`config.mk`:
```
export PLATFORM = sky130hd
export DESIGN_NAME = gzhc_result_flat
export DESIGN_NICKNAME = d
export VERILOG_FILES = /design/src/rtl/gzhc_pkg.sv /design/src/rtl/gzhc_if.sv /design/src/rtl/gzhc_result.sv /design/src/flat_wrapper.sv
export SDC_FILE = /design/constraint.sdc
export NUM_CORES = 1
export LEC_CHECK = 0
export ABC_AREA = 1
export CORE_UTILIZATION = 67
export CTS_BUF_LIST = sky130_fd_sc_hd__clkbuf_2 sky130_fd_sc_hd__clkbuf_4 sky130_fd_sc_hd__clkbuf_8
export DETAILED_ROUTE_END_ITERATION = 8
export DONT_BUFFER_PORTS = 1
export GPL_ROUTABILITY_DRIVEN = 0
export GPL_TIMING_DRIVEN = 0
export MAX_ROUTING_LAYER = met4
export PLACE_DENSITY = 0.93
export SLEW_MARGIN = 30
export SYNTH_ARGS = -nofsm -noshare
export SYNTH_HDL_FRONTEND = slang
export SYNTH_SLANG_ARGS = --single-unit
```
`constraint.sdc`:
```
create_clock -name clk -period 4.9 [get_ports clk]
set_input_delay 0.98 -clock clk [delete_from_list [all_inputs] [get_ports clk]]
set_output_delay 0.98 -clock clk [all_outputs]
set_load 0.05 [all_outputs]
```
`src/rtl/gzhc_pkg.sv`:
```
`default_nettype none
// ----------------------------------------------------------------------------
// gzhc_pkg
// Shared constants, types and CRC helpers for the gzip member header checker.
// ----------------------------------------------------------------------------
package gzhc_pkg;

  // parse phases
  localparam logic [2:0] PH_FIXED   = 3'd0;
  localparam logic [2:0] PH_XLEN    = 3'd1;
  localparam logic [2:0] PH_XDATA   = 3'd2;
  localparam logic [2:0] PH_NAME    = 3'd3;
  localparam logic [2:0] PH_COMMENT = 3'd4;
  localparam logic [2:0] PH_HCRC_LO = 3'd5;
  localparam logic [2:0] PH_HCRC_HI = 3'd6;
  localparam logic [2:0] PH_BODY    = 3'd7;

  // FLG bit positions
  localparam int FL_HCRC    = 1;
  localparam int FL_EXTRA   = 2;
  localparam int FL_NAME    = 3;
  localparam int FL_COMMENT = 4;

  // status codes
  localparam logic [2:0] ST_OK        = 3'd0;
  localparam logic [2:0] ST_SHORT     = 3'd1;
  localparam logic [2:0] ST_MAGIC     = 3'd2;
  localparam logic [2:0] ST_METHOD    = 3'd3;
  localparam logic [2:0] ST_RSV_FLAGS = 3'd4;
  localparam logic [2:0] ST_TRUNC     = 3'd5;
  localparam logic [2:0] ST_HDR_CRC   = 3'd6;
  localparam logic [2:0] ST_TOO_LARGE = 3'd7;

  localparam logic [7:0]  ID1        = 8'h1F;
  localparam logic [7:0]  ID2        = 8'h8B;
  localparam logic [7:0]  CM_DEFLATE = 8'h08;
  localparam logic [31:0] MIN_MEMBER = 32'd18;
  localparam logic [31:0] TRAILER    = 32'd8;
  localparam logic [31:0] CNT_MAX    = 32'hFFFF_FFFF;
  localparam logic [31:0] CRC_INIT   = 32'hFFFF_FFFF;

  // state of the parser as seen after the final word of a member
  typedef struct packed {
    logic [31:0] total;
    logic [2:0]  err;
    logic        body;
    logic [31:0] pstart;
    logic [63:0] tail;
  } final_t;

  // reflected CRC-32, four bits per lookup
  function automatic logic [31:0] crc_nib(input logic [3:0] n);
    logic [31:0] v;
    case (n)
      4'h0: v = 32'h00000000;  4'h1: v = 32'h1DB71064;
      4'h2: v = 32'h3B6E20C8;  4'h3: v = 32'h26D930AC;
      4'h4: v = 32'h76DC4190;  4'h5: v = 32'h6B6B51F4;
      4'h6: v = 32'h4DB26158;  4'h7: v = 32'h5005713C;
      4'h8: v = 32'hEDB88320;  4'h9: v = 32'hF00F9344;
      4'hA: v = 32'hD6D6A3E8;  4'hB: v = 32'hCB61B38C;
      4'hC: v = 32'h9B64C2B0;  4'hD: v = 32'h86D3D2D4;
      4'hE: v = 32'hA00AE278;  default: v = 32'hBDBDF21C;
    endcase
    return v;
  endfunction

  function automatic logic [31:0] crc_byte(input logic [31:0] crc, input logic [7:0] b);
    logic [31:0] c;
    c = crc ^ {24'd0, b};
    c = crc_nib(c[3:0]) ^ (c >> 4);
    c = crc_nib(c[3:0]) ^ (c >> 4);
    return c;
  endfunction

  // first present optional section at or after 'from'
  function automatic logic [2:0] next_section(input logic [2:0] from,
                                              input logic [4:0] flags);
    logic [2:0] p;
    p = PH_BODY;
    if (from <= PH_XLEN && flags[FL_EXTRA]) p = PH_XLEN;
    else if (from <= PH_NAME && flags[FL_NAME]) p = PH_NAME;
    else if (from <= PH_COMMENT && flags[FL_COMMENT]) p = PH_COMMENT;
    else if (from <= PH_HCRC_LO && flags[FL_HCRC]) p = PH_HCRC_LO;
    return p;
  endfunction

  // little-endian 32-bit value of four bytes, newest byte in [7:0]
  function automatic logic [31:0] le32(input logic [31:0] v);
    return {v[7:0], v[15:8], v[23:16], v[31:24]};
  endfunction

endpackage
`default_nettype wire

```
`src/rtl/gzhc_if.sv`:
```
`default_nettype none


interface gzhc_out_if;
  logic        valid;
  logic        ready;
  logic [2:0]  status;
  logic [31:0] header_length;
  logic [31:0] payload_length;
  logic [31:0] stored_size;
  logic [31:0] stored_crc;

  modport source (output valid, output status, output header_length,
                  output payload_length, output stored_size, output stored_crc,
                  input ready);
  modport sink   (input valid, input status, input header_length,
                  input payload_length, input stored_size, input stored_crc,
                  output ready);
endinterface
`default_nettype wire

```
`src/rtl/gzhc_result.sv`:
```
`default_nettype none
// ----------------------------------------------------------------------------
// gzhc_result
// Status decision and output register for the end-of-member result.
// ----------------------------------------------------------------------------
module gzhc_result
  import gzhc_pkg::*;
(
  input  wire logic        clk,
  input  wire logic        rst,
  input  wire logic        done,
  input  wire final_t      fin,
  input  wire logic [31:0] dest_capacity,
  output logic             slot_free,
  gzhc_out_if.source       result
);

  logic [31:0] size;
  logic [31:0] body_len;
  logic [2:0]  st;
  logic        keep;

  assign size     = le32(fin.tail[31:0]);
  assign body_len = fin.total - fin.pstart;

  always_comb begin
    if (fin.total < MIN_MEMBER) st = ST_SHORT;
    else if (fin.err != ST_OK) st = fin.err;
    else if (!fin.body || body_len < TRAILER) st = ST_TRUNC;
    else if (size > dest_capacity) st = ST_TOO_LARGE;
    else st = ST_OK;
  end

  // lengths and trailer fields only reported for ok / too large
  assign keep      = (st == ST_OK) || (st == ST_TOO_LARGE);
  assign slot_free = !result.valid || result.ready;

  always_ff @(posedge clk) begin
    if (rst) begin
      result.valid <= 1'b0;
    end else if (done) begin
      result.valid <= 1'b1;
    end else if (result.ready) begin
      result.valid <= 1'b0;
    end
    if (done) begin
      result.status         <= st;
      result.header_length  <= keep ? fin.pstart : 32'd0;
      result.payload_length <= keep ? body_len - TRAILER : 32'd0;
      result.stored_size    <= keep ? size : 32'd0;
      result.stored_crc     <= keep ? le32(fin.tail[63:32]) : 32'd0;
    end
  end

endmodule
`default_nettype wire

```
`src/flat_wrapper.sv`:
```
// flat-port wrapper written by rule: the top's interface ports become plain ports
module gzhc_result_flat import gzhc_pkg::*;
  (clk, rst, done, fin, dest_capacity, slot_free, result_valid, result_status, result_header_length, result_payload_length, result_stored_size, result_stored_crc, result_ready);
  gzhc_out_if result_i ();
  input  wire logic clk;
  input  wire logic rst;
  input  wire logic done;
  input  wire final_t fin;
  input  wire logic [31:0] dest_capacity;
  output logic slot_free;
  output wire logic [$bits(result_i.valid)-1:0] result_valid;
  output wire logic [$bits(result_i.status)-1:0] result_status;
  output wire logic [$bits(result_i.header_length)-1:0] result_header_length;
  output wire logic [$bits(result_i.payload_length)-1:0] result_payload_length;
  output wire logic [$bits(result_i.stored_size)-1:0] result_stored_size;
  output wire logic [$bits(result_i.stored_crc)-1:0] result_stored_crc;
  input wire logic [$bits(result_i.ready)-1:0] result_ready;
  assign result_valid = result_i.valid;
  assign result_status = result_i.status;
  assign result_header_length = result_i.header_length;
  assign result_payload_length = result_i.payload_length;
  assign result_stored_size = result_i.stored_size;
  assign result_stored_crc = result_i.stored_crc;
  assign result_i.ready = result_ready;
  gzhc_result u_core (.clk(clk), .rst(rst), .done(done), .fin(fin), .dest_capacity(dest_capacity), .slot_free(slot_free), .result(result_i));
endmodule
```
==> results_dict.tcl <==
set metrics [dict create \
    layout_commonest_cell "nand2_1" \
    cts_max_level 4 \
    die-area_um2 15000 \
    grt_max_degree 133 \
    cts_tree "built" \
    drt_iter0_drc 589 \
    ant_nets 0 \
    cts_setup_buffers 0 \
    syn_area_per_cell_um2 7.95 \
    syn_inst 1223 \
    synth_area_um2 9730 \
    drt-vias-per-instance 5.46 \
    grt_pass1_vias 7595 \
    wirelength_um 24000 \
    dp_cells 1403 \
    crit_arrival_ns 4.15 \
    cts.sinks 132 \
    yosys-top-cells-area "edfxtp_1 40%, nand2_1 11%, inv_1 11%" \
    grt.overflow.total 0 \
    clk_pin_slew_ns 0.07 \
    ir_drop_uv 173 \
    tightest_slew_ns 0.630 \
    synth_top_area_share_pct 40.4 \
    fin_crit_ns 3.95 \
    start_util_pct 69.3 \
    required_ns 5.11 \
    fin_crit_sh_pct 80.6 \
    synth_edf_count 131 \
    ys.flop_type "edfxtp_1" \
    power.density_nw_per_um2 338 \
    setup_viol 0 \
    die_w_um 122 \
    r2r_cells 2 \
    io_buffers 0 \
    clk_latency_ns 0.44 \
    dp_hpwl_um 18600 \
    row_count 43 \
    route.vias.total 7833 \
    hold_path_depth 1 \
    critPathLaunchType "input port" \
    leakage_nw 5.21 \
    drc 0 \
    cts_root_buffer "clkbuf_8" \
    nNetsFinal 1475 \
    holdWs_ns 0.593 \
    seq_area_frac_synth_pct 40.6 \
    coreArea_um2 14000 \
    wire_per_inst_um 16.7 \
    end_kind "register" \
    hold_violations 0 \
    yosysTopAreaCell "edfxtp_1" \
    syn-num-nets 1456 \
    final_util_pct 73.7 \
    grt_usage_pct 33.7 \
    cap_viol_max_count 0 \
    antenna_found_initial 0 \
    cts_resized 0 \
    drv_slew 0 \
    synthArstFlopShare_pct 0 \
    io_pins 301 \
    layout_common_cells "296 x nand2_1, 287 x inv_1, 131 x edfxtp_1" \
    num-fill-cells 1017 \
    drive_gt1_share_pct 16.6 \
    instances_no_fill 1434 \
    die_height_um 122 \
    setup_tns_ns 0 \
    diodes 0 \
    clk_path_buf_depth 2 \
    grt_pass1_wl_um 36900 \
    ys_seq_elements 132 \
    status "complete, no violations" \
    ys_types 37 \
    cts_hold_buf 0 \
    hp-class "input port to register" \
    drt_pass1_iterations 6 \
    max_slew_margin_pct 58.1 \
    cp_max_fo 10 \
    syn2layout_area_growth_pct 6.42 \
    timing.fmax_ghz 0.253 \
    cts_made_buffers 17 \
    skew_ns 0 \
    path_class "input port to register" \
    yosys_warnings 0 \
    rsz0062_at_grt "no" \
]
## worst paths after layout
kind / startpoint / endpoint / slack [ns]
setup / recovery: fin[100] / u_core.result.stored_size[19] / 0.95
hold / removal: rst / u_core.result.valid / 0.59
hold reg to reg: u_core.result.valid / u_core.result.valid / 1.11
setup reg to reg: u_core.result.valid / u_core.result.valid / 3.51
## cell usage after synthesis (all sizes together), types with 6 or more instances
library cell	count
nand3	48
nand4	19
a21oi	34
xnor2	14
nor3	14
xor2	21
ha	64
nand3b	7
inv	300
nor2	208
nand2	318
edfxtp	131
buf	15
nor4	6
## logic make-up (layout without fill, tap and decap cells)
logic type	after synthesis	in the layout	share of synthesized area, %
AO/OA/AOI/OAI	46	46	2.69
buffers and inverters	318	349	14.4
flip-flops	132	132	40.6
adder cells (fa/ha/maj)	65	65	8.44
XOR/XNOR	35	35	3.31
AND/OR/NAND/NOR	627	627	30.6
## cell type report
class	count	area, µm²	area share (%)
Clock inverter	14	160	1.55
Clock buffer	17	234	2.26
Sequential cell	132	3950	38.2
Buffer	15	260	2.51
Tap cell	180	225	2.18
Inverter	303	1140	11.0
Multi-Input combinational cell	773	4380	42.3
## power breakdown
group | leakage, nW | switching (mW) | internal (mW)
logic | 3.74 | 0.472 | 0.264
clock network | 0.199 | 0.441 | 0.497
registers | 1.27 | 0.436 | 1.38
total | 5.21 | 1.35 | 2.14
## worst max-delay path, stage by stage
cell,delay (ns)
inv_1,0.05
ha_1,0.14
inv_1,0.09
fa_1,0.48
nand2_1,0.12
nand2_1,0.08
nand3_1,0.07
nand2_1,0.12
xnor2_1,0.36
inv_2,0.08
nor3_4,0.28
nand3_4,0.16
nor2_4,0.15
nand2_2,0.09
nand3_2,0.07
nand2_2,0.09
a21oi_4,0.16
nand2_2,0.07
nand2_4,0.08
buf_12,0.20
buf_12,0.17
nor2_2,0.05
## through the flow
step / worst slack, ns / total power [mW] / instance area (µm²)
2_1_floorplan: 1.06 / 2.39 / 9730
3_3_place_gp: 0.645 / 2.52 / 9950
3_5_place_dp: 0.541 / 2.56 / 9950
4_1_cts: 1.01 / 3.49 / 10300
5_1_grt: 0.747 / 3.64 / 10400
6_report: 0.952 / 3.49 / 10400
## flip-flops by register name, summed over array words and instances, names as in the netlist
name / cells
u_core.result.header_length: 32
u_core.result.payload_length: 32
u_core.result.stored_size: 32
u_core.result.stored_crc: 32
u_core.result.valid: 1
u_core.result.status: 3
## per-layer routing
layer / global-route usage [%] / share of wire [%] / vias up
met5: - / 0 / -
met3: 9.67 / 8.6 / 78
met1: 35.6 / 36 / 3559
met2: 57.6 / 51 / 389
met4: 16.1 / 4.3 / 0
li1: - / - / 3807
Power figures use the tool's default switching activity.
